$ cat src/rtl/euler_to_rotation_matrix_core_macros.svh
// Assertion macros shared by the RTL of the rotation matrix core.
`ifndef EULER_TO_ROTATION_MATRIX_CORE_MACROS_SVH
`define EULER_TO_ROTATION_MATRIX_CORE_MACROS_SVH

`ifndef SYNTHESIS

`define E2R_ASSERT_IMPL(label, ante, cons, msg) \
    label: assert property (@(posedge clk) disable iff (!rst_n) (ante) |-> (cons)) \
        else $error(msg);

`define E2R_ASSERT_NEXT(label, ante, cons, msg) \
    label: assert property (@(posedge clk) disable iff (!rst_n) (ante) |=> (cons)) \
        else $error(msg);

`else

`define E2R_ASSERT_IMPL(label, ante, cons, msg)

`define E2R_ASSERT_NEXT(label, ante, cons, msg)

`endif

`endif

$ cat src/rtl/e2r_pkg.sv
`timescale 1ns / 1ps

package e2r_pkg;

    localparam int ATAN_ENTRIES = 24;
    localparam int OUT_FRAC = 14;
    localparam int LANE_EXTRA_LATENCY = 2;
    localparam int MERGE_LATENCY = 5;

    localparam logic [31:0] CORDIC_GAIN = 32'h9B74EDA8;

    localparam logic signed [15:0] OUT_LIMIT = 16'sd16384;
    localparam logic signed [15:0] OUT_LIMIT_NEG = -16'sd16384;

    localparam logic [31:0] ATAN_TURN [ATAN_ENTRIES] = '{
        32'h20000000, 32'h12E4051E, 32'h09FB385B, 32'h051111D4,
        32'h028B0D43, 32'h0145D7E1, 32'h00A2F61E, 32'h00517C55,
        32'h0028BE53, 32'h00145F2F, 32'h000A2F98, 32'h000517CC,
        32'h00028BE6, 32'h000145F3, 32'h0000A2FA, 32'h0000517D,
        32'h000028BE, 32'h0000145F, 32'h00000A30, 32'h00000518,
        32'h0000028C, 32'h00000146, 32'h000000A3, 32'h00000051
    };

endpackage

$ cat src/rtl/e2r_cordic_lane.sv
`timescale 1ns / 1ps

module e2r_cordic_lane #(
    parameter int CORDIC_STAGES = 16,
    parameter int FRACTION_BITS = 14
) (
    input  logic                            clk,
    input  logic                            en,
    input  logic signed [15:0]              angle,
    output logic signed [FRACTION_BITS+2:0] sin_val,
    output logic signed [FRACTION_BITS+2:0] cos_val
);

    localparam int W = FRACTION_BITS + 3;
    localparam int ZW = 33;
    localparam int NSTG = (CORDIC_STAGES > e2r_pkg::ATAN_ENTRIES) ?
                          e2r_pkg::ATAN_ENTRIES : CORDIC_STAGES;
    localparam logic [63:0] X0_FULL =
        ((64'(e2r_pkg::CORDIC_GAIN) << FRACTION_BITS) + 64'h80000000) >> 32;
    localparam logic signed [W-1:0] X0 = X0_FULL[W-1:0];

    logic signed [W-1:0]  x_reg [0:NSTG];
    logic signed [W-1:0]  y_reg [0:NSTG];
    logic signed [ZW-1:0] z_reg [0:NSTG];
    logic                 flip_reg [0:NSTG];
    logic signed [W-1:0]  sin_reg;
    logic signed [W-1:0]  cos_reg;
    logic                 flip_next;
    logic signed [ZW-1:0] z_next;

    // An angle in the left half plane is turned by half a turn, so the
    // rotation only ever sees angles between minus and plus a quarter turn.
    always_comb
    begin
        flip_next = angle[15] ^ angle[14];
        z_next = {angle[14], angle[14], angle[14:0], 16'h0000};
    end

    always_ff @(posedge clk)
    begin
        if (en)
        begin
            x_reg[0] <= X0;
            y_reg[0] <= '0;
            z_reg[0] <= z_next;
            flip_reg[0] <= flip_next;
            for (int i = 0; i < NSTG; i++)
            begin
                if (!z_reg[i][ZW-1])
                begin
                    x_reg[i+1] <= x_reg[i] - (y_reg[i] >>> i);
                    y_reg[i+1] <= y_reg[i] + (x_reg[i] >>> i);
                    z_reg[i+1] <= z_reg[i] - ZW'(e2r_pkg::ATAN_TURN[i]);
                end
                else
                begin
                    x_reg[i+1] <= x_reg[i] + (y_reg[i] >>> i);
                    y_reg[i+1] <= y_reg[i] - (x_reg[i] >>> i);
                    z_reg[i+1] <= z_reg[i] + ZW'(e2r_pkg::ATAN_TURN[i]);
                end
                flip_reg[i+1] <= flip_reg[i];
            end
        end
    end

    always_ff @(posedge clk)
    begin
        if (en)
        begin
            cos_reg <= flip_reg[NSTG] ? -x_reg[NSTG] : x_reg[NSTG];
            sin_reg <= flip_reg[NSTG] ? -y_reg[NSTG] : y_reg[NSTG];
        end
    end

    assign sin_val = sin_reg;
    assign cos_val = cos_reg;

endmodule

$ cat config.mk
export PLATFORM = sky130hd
export DESIGN_NAME = e2r_cordic_lane
export DESIGN_NICKNAME = d
export VERILOG_FILES = /design/src/rtl/euler_to_rotation_matrix_core_macros.svh /design/src/rtl/e2r_pkg.sv /design/src/rtl/e2r_cordic_lane.sv
export SDC_FILE = /design/constraint.sdc
export NUM_CORES = 2
export LEC_CHECK = 0
export BUFFER_PORTS_ARGS = -buffer_cell sky130_fd_sc_hd__buf_2
export CORE_UTILIZATION = 55
export DETAILED_ROUTE_END_ITERATION = 8
export GPL_ROUTABILITY_DRIVEN = 0
export HOLD_SLACK_MARGIN = 0.02
export PLACE_DENSITY = 0.73
export SETUP_SLACK_MARGIN = 0.5
export SLEW_MARGIN = 20
export SYNTH_ARGS = -nofsm -noshare
export SYNTH_HDL_FRONTEND = slang
export SYNTH_SLANG_ARGS = --single-unit
export TNS_END_PERCENT = 10
$ cat constraint.sdc
create_clock -name clk -period 5.5 [get_ports clk]
set_input_delay 0.825 -clock clk [delete_from_list [all_inputs] [get_ports clk]]
set_output_delay 0.825 -clock clk [all_outputs]
set_load 0.005 [all_outputs]
After elaboration in Yosys (flattened, before gate mapping). Memories as Yosys holds them, arrays and structs flattened. Cells that the tools add are included.

Logic and storage cells: 300. RAM bits: 1156. Memories: 4. Register bits: 34. Output and inout bits: 34. Bits of input ports: 18.

Memories: z_reg (words 17, bits a word 33, rd ports 16, clocked after memory_dff 0, write ports 17, line e2r_cordic_lane.sv:24) `logic signed [ZW-1:0] z_reg [0:NSTG];`; x_reg (words 17, bits a word 17, rd ports 17, clocked after memory_dff 0, write ports 17, line e2r_cordic_lane.sv:22) `logic signed [W-1:0] x_reg [0:NSTG];`; y_reg (words 17, bits a word 17, rd ports 17, clocked after memory_dff 0, write ports 17, line e2r_cordic_lane.sv:23) `logic signed [W-1:0] y_reg [0:NSTG];`; flip_reg (words 17, bits a word 1, rd ports 17, clocked after memory_dff 0, write ports 17, line e2r_cordic_lane.sv:25) `logic flip_reg [0:NSTG];`.

Muxes and demuxes: 148. Bitwise gates (word level): 49. Add/subtract/negate cells: 97.

Operators with widths (number): $mux W17 (34); $mux W33 (16); $mux W1 (98); $or A1 B1 Y1 (48); $add A17 B10 Y17 (2); $add A17 B11 Y17 (2); $add A17 B12 Y17 (2); $add A17 B13 Y17 (2); $add A17 B14 Y17 (2); $add A17 B15 Y17 (2); $add A17 B16 Y17 (2); $add A17 B2 Y17 (2); $add A17 B3 Y17 (2); $add A17 B4 Y17 (2); $add A17 B5 Y17 (2); $add A17 B6 Y17 (2); $add A17 B7 Y17 (2); $add A17 B8 Y17 (2); $add A17 B9 Y17 (2); $neg A17 Y17 (2); $sub A17 B10 Y17 (2); $sub A17 B11 Y17 (2); $sub A17 B12 Y17 (2); $sub A17 B13 Y17 (2); other kinds (46) (58).

Depth between registers and ports, before layout. An unclocked memory read counts as a cell.

Depth in word-level cells: 5. Mapped depth: 19. Mapped depth without buffers: 18.

Least setup slack after synthesis. No wires, ideal clock.

Path type: in2reg. Start point: input en. End point: memory x_reg[13][16] (netlist name) (data pin). Data required time: 5.240 ns. Path slack: 0.247 ns. Setup time: 0.260 ns. Arrival: 4.994 ns. Path buffers: 3. Stages: 17. Cells stage by stage: clkbuf_1 -> clkbuf_1 -> nand2_1 -> clkbuf_1 -> o21ai_0 -> fa_1 -> a21o_1 -> a21oi_1 -> o21bai_1 -> a21oi_1 -> o21bai_1 -> a211o_1 -> a2111oi_2 -> nor3_1 -> or3_1 -> a21oi_1 -> xnor2_1.

RTL lines: from (decl) (line e2r_cordic_lane.sv:8) `input logic en,`; to (decl) (line e2r_cordic_lane.sv:22).

==> results.toml <==
[logic_synthesis]
synth_edf_count = 992
synth-seq-cells = 992
postSynthAreaPerCell_sq_um = 10.23
synth_xor_area_frac = 0.1090
synth_mux_area_frac = 0.005466
yosysSeqAreaShare = 0.4054
synthSimpleGateAreaFrac = 0.1140
syn_area_sq_um = 73470
synth_top_family_by_area = "compound AO/OA/AOI/OAI gates"
synth_ff_type = "edfxtp_1"
synth_cell_type_count = 85
synthAdderAreaFrac = 0.1697
synth-compound-area-share = 0.1697
synth_warnings = 0
syn_inst = 7181
synth-async-reset-ratio = 0

[worst_hold_path]
hold_path_class = "in2reg"
hold_path.startpoint = "angle[5]"
holdPathStages = 1

[final_layout]
largest_reg_flops = 435
area_growth_pct = 8.235
layout-drive-gt1-share = 0.04480
antenna_cells = 0
nNetsFinal = 8292

[die]
die-width_um = 367.5
core-area_sq_um = 132000
start_util = 0.5568
io-pin-count = 52
chipHeight_um = 367.5
core.rowCount = 133
dieArea_sq_um = 135100

[cts]
htreeDepth = 3
ctsResizeCount = 0
cts_made_buffers = 107
cts_max_path_buffers = 3
cts_sinks = 992
post-cts-setup-buffer-count = 0
cts_root_buffer = "clkbuf_16"
path_clk_slew_ps = 60
cts_tree = "done"
clk_latency_ps = 730
hold_buffers = 0

[critical_path]
start_kind = "flop"
worstSetupPathType = "reg2reg"
cp_data_required_time_ps = 5950
path_max_fanout = 10
arrival_ps = 4920
worstReg2RegStart = "z_reg[8][32]"
rr_worst_depth = 16
critPathLaunch = "z_reg[8][32]"
end_kind = "flop"

[routing]
drc = 0
first_pass_iters = 6
finalWirelength_um = 146300
ant_nets = 0
initialDrtViolationCount = 3486
via_per_inst = 5.758
route.vias.total = 52648
avgRoutedWirePerCell_um = 16.00

[place]
port_buffers = 51
dpl.hpwl_um = 111500

[sta]
worst_pin_slew_ps = 1043
fin_crit_ps = 4470
hold_viol = 0
finalClockSkew_ps = 44.79
rsz0062_at_grt = "false"
relSlewSlack = 0.3044
min_period_over_period = 0.8127
setup_viol = 0
maxSlewViolCount = 0
max_freq_ghz = 0.2237
setup_tns_ps = 0

[global_routing]
grtUsageTotal = 0.2141
grt_pass1_wl_um = 244700
first_global_vias = 51378
overflow = 0
grt_max_degree = 172
antenna_found_initial = 0

[run_status]
status = "finished, final reports clean"

[job]
drv_cap = 0
[cell usage after synthesis (11+ instances only)]
library cell	count	area share
nand4_1	26	0.0022
o31a_1	26	0.0031
xor2_1	224	0.027
a211o_1	23	0.0027
nor2_1	596	0.030
a21boi_0	11	0.0011
a211oi_1	30	0.0031
or2_2	17	0.0014
o31ai_1	60	0.0061
nand3_1	160	0.011
or4_1	14	0.0014
or3_1	48	0.0041
inv_1	420	0.021
nor2b_1	132	0.011
nor4_1	37	0.0032
o21bai_1	119	0.012
a31o_2	11	0.0013
o41ai_2	13	0.0029
fa_1	41	0.011
mux2i_1	30	0.0041
nand2b_1	86	0.0073
o2111ai_1	32	0.0038
and2_1	20	0.0017
ha_1	931	0.16
a21o_1	245	0.025
o211ai_1	26	0.0027
o21a_1	135	0.014
a31oi_1	32	0.0027
a21oi_1	631	0.043
clkbuf_1	92	0.0047
o21ai_0	229	0.016
o41ai_1	26	0.0031
xnor2_1	690	0.082
nor3_1	146	0.0099
and3_1	40	0.0034
a21boi_1	51	0.0052
nand2_1	440	0.022
edfxtp_1	992	0.41
o21ai_1	144	0.0098
[worst paths after layout]
check                          to  slack (ps)
setup reg to reg     z_reg[9][31]        1030
hold / removal       z_reg[0][21]         280
hold reg to reg   flip_reg[0][16]         420
setup / recovery     z_reg[9][31]        1030
[layout by cell type (no fill, tap or decap), drive strengths merged, types with 30 or more instances in the layout]
cell type / instances
clkinv: 40
nor2: 596
buf: 106
a21o: 245
a21oi: 635
o41ai: 39
o2111ai: 32
a31oi: 33
nor4: 37
o21a: 135
o31ai: 60
ha: 931
nor2b: 132
and3: 40
or3: 48
xor2: 224
inv: 430
a21boi: 62
nand2b: 86
nand2: 441
fa: 41
nand3: 160
nor3: 146
clkbuf: 130
o21ai: 373
mux2i: 30
o21bai: 119
a211oi: 30
xnor2: 690
edfxtp: 992
[per-stage QoR]
| step | worst slack, ps | util | cells | cell area, sq um | hold WS [ps] |
|---|---|---|---|---|---|
| after floorplan | 317.4 | - | 7183 | 73480 | 400.3 |
| after global placement | 372.2 | 0.5762 | 8948 | 76030 | 400.4 |
| after detailed placement | 347.3 | 0.5762 | 8948 | 76030 | 405.5 |
| after CTS | 1085 | 0.6026 | 9143 | 79520 | 212.9 |
| after global routing | 653.0 | 0.6026 | 9143 | 79520 | 224.3 |
| final | 1030 | 0.6026 | 9143 | 79520 | 275.6 |
[critical path: stages, from the launching register on]
cell	delay, ps
edfxtp_1	500
nand2_1	140
clkinv_1	410
ha_1	390
inv_1	70
fa_1	210
nor2b_1	70
o21ai_1	250
a21oi_1	150
o2111ai_1	270
nand3_1	150
a221oi_1	490
a21oi_1	220
a31oi_1	480
o311ai_1	140
a21oi_1	200
xnor2_1	90
[final cells by class]
| cell class | instances | area (sq um) |
|---|---|---|
| fillers | 10690 | 52440 |
| multi-input cells | 5670 | 41740 |
| flip-flops and latches | 992 | 29790 |
| clock buffers | 130 | 2785 |
| well taps | 1755 | 2196 |
| inverters | 425 | 1595 |
| repair buffers | 106 | 715.7 |
| clock inverters | 65 | 706.9 |
[per-layer routing]
layer,vias to the layer above,global-route usage,share of wire
met4,0,0.06026,0.024
met2,1019,0.3773,0.49
met3,221,0.02666,0.039
met1,24775,0.2744,0.45
met5,-,0,0
li1,26633,-,-
[logic make-up (layout without fill, tap and decap cells)]
logic type,after synthesis,count (layout)
AOI/OAI and AO/OA,1940,1940
and+or+nand+nor,1801,1801
DFF,992,992
adders and majority gates,972,972
xor gates and xnor gates,914,914
buffers and inverters,521,726
muxes,39,39
other,2,4
Power is not shown: default switching activity piles up to over one toggle a cycle in this logic, so the estimate is an artifact.
